==> config.mk <==
export PLATFORM = sky130hd
export DESIGN_NAME = six_digit_seven_segment_scanner
export DESIGN_NICKNAME = d
export VERILOG_FILES = /design/src/hw/rtl/sdss_pkg.sv /design/src/hw/rtl/six_digit_seven_segment_scanner.sv /design/src/hw/rtl/sdss_digit.sv
export SDC_FILE = /design/constraint.sdc
export NUM_CORES = 1
export LEC_CHECK = 0
export ABC_AREA = 1
export BUFFER_PORTS_ARGS = -buffer_cell sky130_fd_sc_hd__buf_2
export CAP_MARGIN = 25
export CORE_MARGIN = 1
export CORE_UTILIZATION = 37
export CTS_BUF_LIST = sky130_fd_sc_hd__clkbuf_8 sky130_fd_sc_hd__clkbuf_16
export CTS_CLUSTER_DIAMETER = 100
export DETAILED_ROUTE_END_ITERATION = 7
export PLACE_DENSITY = 0.57
export SLEW_MARGIN = 20
export SYNTH_ARGS = -nofsm -noshare
export SYNTH_HDL_FRONTEND = slang
export SYNTH_SLANG_ARGS = --single-unit
==> constraint.sdc <==
create_clock -name clk -period 31.2 [get_ports clk]
set_input_delay 4.68 -clock clk [delete_from_list [all_inputs] [get_ports clk]]
set_output_delay 4.68 -clock clk [all_outputs]
set_load 0.01 [all_outputs]
==> src/hw/rtl/sdss_pkg.sv <==
// ----------------------------------------------------------------------------
// sdss_pkg
// shared constants, types and tables of the six digit display scanner
// ----------------------------------------------------------------------------
package sdss_pkg;

	localparam int DIGIT_COUNT   = 6;
	localparam int POS_W         = 3;
	localparam int VALUE_W       = 24;
	localparam int READING_SHIFT = 5;
	localparam int REM_W         = VALUE_W - READING_SHIFT;
	localparam int SEG_W         = 7;
	localparam int DIGIT_W       = 4;
	localparam int PLACE_W       = 17;
	localparam int CMP_W         = REM_W + 1;
	localparam int MAX_DIGIT     = 9;

	localparam logic [POS_W-1:0] POS_FIRST = POS_W'(0);
	localparam logic [POS_W-1:0] POS_LAST  = POS_W'(DIGIT_COUNT - 1);

	typedef struct packed {
		logic [DIGIT_W-1:0] digit;
		logic [REM_W-1:0]   rem;
	} digit_res_t;

	// decimal weight of each scan position, most significant first
	function automatic logic [PLACE_W-1:0] place_value(input logic [POS_W-1:0] pos);
		logic [PLACE_W-1:0] p;
		unique case (pos)
			3'd0:    p = PLACE_W'(100000);
			3'd1:    p = PLACE_W'(10000);
			3'd2:    p = PLACE_W'(1000);
			3'd3:    p = PLACE_W'(100);
			3'd4:    p = PLACE_W'(10);
			default: p = PLACE_W'(1);
		endcase
		return p;
	endfunction

	// segments a..g in bits 0..6, high lights
	function automatic logic [SEG_W-1:0] seg_pattern(input logic [DIGIT_W-1:0] d);
		logic [SEG_W-1:0] s;
		unique case (d)
			4'd0:    s = 7'h3F;
			4'd1:    s = 7'h06;
			4'd2:    s = 7'h5B;
			4'd3:    s = 7'h4F;
			4'd4:    s = 7'h66;
			4'd5:    s = 7'h6D;
			4'd6:    s = 7'h7D;
			4'd7:    s = 7'h07;
			4'd8:    s = 7'h7F;
			4'd9:    s = 7'h6F;
			default: s = 7'h00;
		endcase
		return s;
	endfunction

endpackage

==> src/hw/rtl/six_digit_seven_segment_scanner.sv <==
// ----------------------------------------------------------------------------
// six_digit_seven_segment_scanner
// one input word per refresh tick, one segment/enable word out per tick
// ----------------------------------------------------------------------------
// Each accepted input word is one refresh tick and yields exactly one output
// word in the following cycle. The block takes a word in every cycle while
// the output side keeps up: the output register is reloaded on the same edge
// it is emptied. Throughput, with no output stall, is one tick per cycle, set
// by the combinational digit compare ladder that closes the loop through the
// remainder register. At digit 0 the reading shifted right by 5 is latched;
// digits then follow hundred-thousands first, with one active-low digit enable per tick.
module six_digit_seven_segment_scanner (
	input  logic        clk,
	input  logic        arst_n,
	input  logic        s_axis_tvalid,
	output logic        s_axis_tready,
	input  logic [23:0] s_axis_tdata,  // display_value[23:0]
	output logic        m_axis_tvalid,
	input  logic        m_axis_tready,
	output logic [15:0] m_axis_tdata   // segment_pattern[6:0], digit_enables[12:7],
	                                   // digit_position[15:13]
);
	import sdss_pkg::*;

	logic [POS_W-1:0]       scan_pos_q;
	logic [REM_W-1:0]       rem_q;
	logic [POS_W-1:0]       pos;
	logic [REM_W-1:0]       rem_sel;
	digit_res_t             res;
	logic                   in_accept;
	logic                   out_valid_q;
	logic [SEG_W-1:0]       seg_q;
	logic [DIGIT_COUNT-1:0] enables_q;
	logic [POS_W-1:0]       pos_out_q;

	// unreachable positions fall back to the first digit
	assign pos     = (scan_pos_q > POS_LAST) ? POS_FIRST : scan_pos_q;
	assign rem_sel = (pos == POS_FIRST) ? s_axis_tdata[VALUE_W-1:READING_SHIFT] : rem_q;

	sdss_digit u_digit (
		.pos    (pos),
		.rem_in (rem_sel),
		.res    (res)
	);

	assign s_axis_tready = !out_valid_q || m_axis_tready;
	assign in_accept     = s_axis_tvalid && s_axis_tready;

	always_ff @(posedge clk or negedge arst_n) begin
		if (!arst_n) begin
			scan_pos_q  <= POS_FIRST;
			rem_q       <= '0;
			out_valid_q <= 1'b0;
		end else begin
			if (in_accept) begin
				scan_pos_q  <= (pos == POS_LAST) ? POS_FIRST : pos + POS_W'(1);
				rem_q       <= res.rem;
				out_valid_q <= 1'b1;
			end else if (m_axis_tready) begin
				out_valid_q <= 1'b0;
			end
		end
	end

	// output word, no reset needed
	always_ff @(posedge clk) begin
		if (in_accept) begin
			seg_q     <= seg_pattern(res.digit);
			enables_q <= ~(DIGIT_COUNT'(1) << pos);
			pos_out_q <= pos;
		end
	end

	assign m_axis_tvalid = out_valid_q;
	assign m_axis_tdata  = {pos_out_q, enables_q, seg_q};

endmodule

==> src/hw/rtl/sdss_digit.sv <==
// ----------------------------------------------------------------------------
// sdss_digit
// peels one decimal digit off the remainder with a nine step compare ladder
// ----------------------------------------------------------------------------
module sdss_digit (
	input  logic [sdss_pkg::POS_W-1:0] pos,
	input  logic [sdss_pkg::REM_W-1:0] rem_in,
	output sdss_pkg::digit_res_t       res
);
	import sdss_pkg::*;

	logic [PLACE_W-1:0] place;
	logic [CMP_W-1:0]   rem_ext;
	logic [MAX_DIGIT:1] ge;
	logic [DIGIT_W-1:0] q;
	logic [CMP_W-1:0]   taken;

	assign place   = place_value(pos);
	assign rem_ext = CMP_W'(rem_in);

	// each rung compares against k times the place value
	always_comb begin
		for (int k = 1; k <= MAX_DIGIT; k++) begin
			ge[k] = rem_ext >= (CMP_W'(k) * CMP_W'(place));
		end
	end

	// rungs are monotonic, so the count of passed rungs is the digit
	always_comb begin
		q = '0;
		for (int k = 1; k <= MAX_DIGIT; k++) begin
			q = q + DIGIT_W'(ge[k]);
		end
	end

	assign taken     = CMP_W'(q) * CMP_W'(place);
	assign res.digit = q;
	assign res.rem   = REM_W'(rem_ext - taken);

endmodule

# After elaboration in Yosys (flattened, before gate mapping)
# Memories as Yosys holds them, arrays and structs flattened. A register that Yosys moved wholly into a read port is not among the register bits.
# Index checks and enable logic that the tools add are counted.
# W data, S select, Z words.
# op_classes
n_mux	6
add_sub_neg	10
n_bitwise	1
shift	1
eq_ne	5
n_mul	6
order_cmp	10
reduce_logical	5
# op_table
cell	count
$ge A19 B20 Y1	5
$pmux W17 S5	1
$mul A3 B17 Y20 const A	2
$ge A19 B19 Y1	2
$mul A2 B17 Y19 const A	2
$add A4 B1 Y4	7
$mul A4 B17 Y20 const A	1
$ge A19 B17 Y1	1
$ge A19 B18 Y1	1
$mul A4 B17 Y19	1
$mux W19	1
$sub A19 B19 Y19	1
$eq A3 B2 Y1 const B	2
$eq A3 B3 Y1 const B	2
$mux W3	2
$not A6 Y6	1
$shl A1 B3 Y6 const A	1
$add A3 B1 Y3 const B	1
$eq A3 B1 Y1 const B	1
$gt A3 B3 Y1 const B	1
$logic_not A3 Y1	1
$add A1 B1 Y2	1
$mux W1	2
$reduce_bool A2 Y1	1
other kinds (3)	3
# word_totals
output_inout_bits	18
regBits	32
mem_count	1
in_bits	28
word_cells	50
mem_bits_ro	112
# mem_list
name	words	width	read_ports	rd_clocked_by_memory_dff	wr	line	source
(name not given)	16	7	1	1	0	sdss_pkg.sv:43	unique case (d)

# Longest topological paths before layout
# logic_depth
ltp_word	15
ltp_mapped	60
ltp_nobuf	59

# By module
# A second synthesis with hierarchy kept.
# unflattened
cells_unflattened	1430
hier_area_um2	9759.4
# modules_own_cells
module	cells_each	seq_area_each_um2	area_per_inst_um2	instances
sdss_digit	1193	0.0	7751.2	1
six_digit_seven_segment_scanner	237	1056.0	2008.2	1

# Worst setup path before layout
# No wires, ideal clock.
# synth_path
kind	input-to-reg
start	input s_axis_tdata[15]
end	register rem_q[14]
setup_slack_ps	18860
cell_stages	39
setup_time_ps	161
arrival_time_ps	12179
path_cell_list	o21ai_0 -> inv_1 -> ha_1 -> a21oi_1 -> o21a_1 -> nand2_1 -> nor2_1 -> nand3_1 -> nand2_1 -> nand2_1 -> nand2_1 -> nand2_1 -> ha_1 -> inv_1 -> fa_1 -> inv_1 -> fa_1 -> fa_1 -> (+3 left out) -> clkbuf_1 -> nor2_1 -> fa_1 -> inv_1 -> fa_1 -> inv_1 -> fa_1 -> inv_1 -> ha_1 -> nand2_1 -> inv_1 -> nand2_1 -> nand2_1 -> a21oi_1 -> o21ai_0 -> or2_2 -> nand3_1 -> o21ai_0
# synth_between
elab_chain_len	12
word_cells_on_any_way	20
cone_classes	add/sub: 9; mul: 1; order compare: 9; mux: 1
# synth_lines
element	line	source
from (decl)	six_digit_seven_segment_scanner.sv:17	input logic [23:0] s_axis_tdata,
$mux W19 *	six_digit_seven_segment_scanner.sv:38	assign rem_sel = (pos == POS_FIRST) ? s_axis_tdata[VALUE_W-1:READING_SHIFT] : rem_q;
$ge A19 B17 Y1 or $ge A19 B18 Y1 (tied branches)	sdss_digit.sv:24	ge[k] = rem_ext >= (CMP_W'(k) * CMP_W'(place));
$add A1 B1 Y2	sdss_digit.sv:32	q = q + DIGIT_W'(ge[k]);
$add A4 B1 Y4 (7 in series)	sdss_digit.sv:32	
$mul A4 B17 Y19	sdss_digit.sv:36	assign taken = CMP_W'(q) * CMP_W'(place);
$sub A19 B19 Y19 *	sdss_digit.sv:38	assign res.rem = REM_W'(rem_ext - taken);
to (signal assigned)	six_digit_seven_segment_scanner.sv:57	rem_q <= res.rem;
to (decl)	six_digit_seven_segment_scanner.sv:26	logic [REM_W-1:0] rem_q;
# Mark *: on every way between the ends. The rest lies on a longest branch, timed or not.
# A chain may end at the register's enable or synchronous reset.

# Final worst setup path
# layout_path
start	input s_axis_tdata[7]
end	register rem_q[18]
# Same word-level chain as after synthesis.

==> results.py <==
metrics = {
    "global_routing": {
        "grt_max_degree": 50,
        "first_global_vias": 8668,
        "grt-ovfl-total": 0,
        "antenna_found_initial": 0,
        "grt_pass1_wl_mm": 48.1,
        "track_usage_pct": 24.1,
    },
    "logic_synthesis": {
        "syn_area_sq_um": 9390,
        "seq_area_frac_synth_pct": 11.3,
        "ys.warnings.count": 0,
        "yosysUniqueCellTypes": 50,
        "ys_seq_elements": 39,
        "synth-main-ff-cell": "dfrtp_1",
        "syn_area_per_cell_sq_um": 6.93,
        "ys_async_sr_fraction_pct": 59.0,
        "synth_cells": 1355,
        "synth_edf_count": 16,
    },
    "detailed_routing": {
        "drc": 0,
        "routed_wl_mm": 30.7,
        "wl_per_cell_um": 17.9,
        "vias": 9084,
        "drtIter0Drc": 666,
        "antenna_left": 0,
        "via_per_inst": 5.30,
        "dr.pass1.iters": 5,
    },
    "setup_path": {
        "cp-start-kind": "input port",
        "critPathTopFamily": "adder cells",
        "required_ns": 31.39,
        "crit_type": "in -> reg",
        "path_common_cell": "inv_1",
        "max_stage_delay_ns": 0.83,
        "end_kind": "register",
        "worstPathMaxFanout": 13,
        "cp.arrival_ns": 13.88,
        "crit_buf_inv": 11,
        "crit_path_top_delay_cell": "fa_1",
    },
    "die": {
        "rows": 57,
        "core_area_sq_um": 24600,
        "io_pins": 46,
        "die_h_um": 161,
        "chipWidth_um": 161,
        "dieArea_sq_um": 26000,
        "start_util_pct": 38.1,
    },
    "sta": {
        "period_needed_ns": 13.70,
        "fin_crit_sh_pct": 43.9,
        "worst_pin_slew_ns": 0.792,
        "rsz0062_at_grt": "false",
        "fmax_mhz": 73.0,
        "fin_setup_tns_ns": 0,
        "maxSlewViolCount": 0,
        "skew_ns": 0.0132,
        "maxSlewHeadroom_pct": 46.7,
        "setup_viol": 0,
        "hold_viol_final": 0,
    },
    "clocking": {
        "insertion_delay_ns": 0.30,
        "cts.htree.levels": 2,
        "hold_buffers": 0,
        "clkSlewWorstSetupHoldPaths_ns": 0.06,
        "post_cts_buffers": 0,
        "cts_tree": "built",
        "post_cts_resized": 0,
        "cts_buffers": 5,
        "cts.sinks": 39,
        "clockBufferDepth": 2,
        "root_buffer": "clkbuf_16",
    },
    "status": {
        "status": "complete, no violations",
    },
    "final_layout": {
        "final_common_cell": "nand2_1",
        "drive_above_1_share_pct": 6.90,
        "num-nets-final": 1663,
        "final_cell_mix": "nand2_1 (315), ha_1 (205), inv_1 (197), nor2_1 (126), a21oi_1 (86)",
        "area_delta_synth_final_pct": 8.23,
        "n_antenna_cell": 0,
    },
    "run": {
        "drv_cap": 0,
    },
    "min_path": {
        "hold_path_class": "reg -> reg",
    },
    "placed_design": {
        "portBuffers": 40,
        "dp_hpwl_mm": 24.3,
        "place_congestion": 0.898,
    },
}
## metrics by stage
| step | instances | util (%) | worst slack (ns) | area, sq um | hold slack, ns |
|---|---|---|---|---|---|
| after global placement | 1706 | 40.4 | 17.34 | 9940 | 0.464 |
| after floorplan | 1357 | - | 18.86 | 9390 | 0.446 |
| after global routing | 1715 | 41.3 | 17.03 | 10200 | 0.514 |
| after detailed placement | 1706 | 40.4 | 17.34 | 9940 | 0.473 |
| after CTS | 1714 | 41.2 | 17.59 | 10100 | 0.489 |
| final | 1715 | 41.3 | 17.50 | 10200 | 0.483 |
## kinds of logic after synthesis
kind of cell	after synthesis	synth area share (%)
fa+ha+maj	245	35.9
simple gates	609	28.2
xor+xnor	33	3.08
compound gates	203	12.2
buf+inv	224	9.29
flops	39	11.3
other cells	2	0.0800
## tightest hold or removal path, delay by kind of cell, from the launching register on
kind	cells	cell delay (ns)
simple gates	2	0.11
flops	1	0.34
## flip-flops by register name (all words and copies together), names as in the netlist
register / cells
seg_q: 7
pos_out_q: 3
rem_q: 19
scan_pos_q: 3
enables_q: 6
m_axis_tvalid: 1
## worst paths after layout
check / startpoint / to / slack [ns] / cells past startpoint
min in group asynchronous: arst_n / rem_q[4] / 4.39 / 1
min reg2reg: rem_q[12] / rem_q[12] / 0.48 / 2
max: s_axis_tdata[7] / rem_q[18] / 17.50 / 43
min: rem_q[12] / rem_q[12] / 0.48 / 2
max reg2reg: scan_pos_q[2] / rem_q[18] / 18.28 / 52
max in group asynchronous: arst_n / scan_pos_q[2] / 26.38 / 1
## metal layers
layer	part of all wire, %	global-route usage [%]	up-vias
met5	0	0	-
met4	3.0	7.20	0
met3	6.6	3.60	48
met2	44	38.4	283
met1	46	33.6	4195
li1	-	-	4558
## synthesized netlist by cell type (3+ instances only)
cell type / count / area (sq um)
xnor2_1: 14 / 123
buf_2: 4 / 20.0
nand2_1: 315 / 1180
fa_1: 40 / 801
a211oi_1: 6 / 45.0
o21a_1: 7 / 52.6
or2_2: 14 / 87.6
nor3_1: 22 / 110
o21ai_1: 7 / 35.0
dfrtp_1: 23 / 576
buf_6: 3 / 33.8
nand3b_1: 5 / 37.5
o21ai_0: 67 / 335
buf_1: 4 / 15.0
nand4_1: 41 / 257
nand2_2: 7 / 43.8
o21bai_1: 9 / 67.6
ha_1: 205 / 2560
xor2_1: 19 / 166
nand3_1: 61 / 305
o21ai_2: 4 / 35.0
clkbuf_1: 11 / 41.3
edfxtp_1: 16 / 480
nor4_1: 5 / 31.3
inv_1: 196 / 736
a21o_1: 4 / 30.0
a21oi_1: 86 / 430
inv_2: 3 / 11.3
a21boi_0: 3 / 22.5
nor2_1: 126 / 473
## cell type report
type                    instances  area [sq um]
clock buffers                   5           125
clock inverters                 3          63.8
fillers                      2613         14400
inverters                     201           754
multi-input cells            1094          7460
flip-flops and latches         39          1060
well taps                     324           405
repair buffers                 49           288
Power is not shown: default switching activity piles up to over one toggle a cycle in this logic, so the estimate is an artifact.
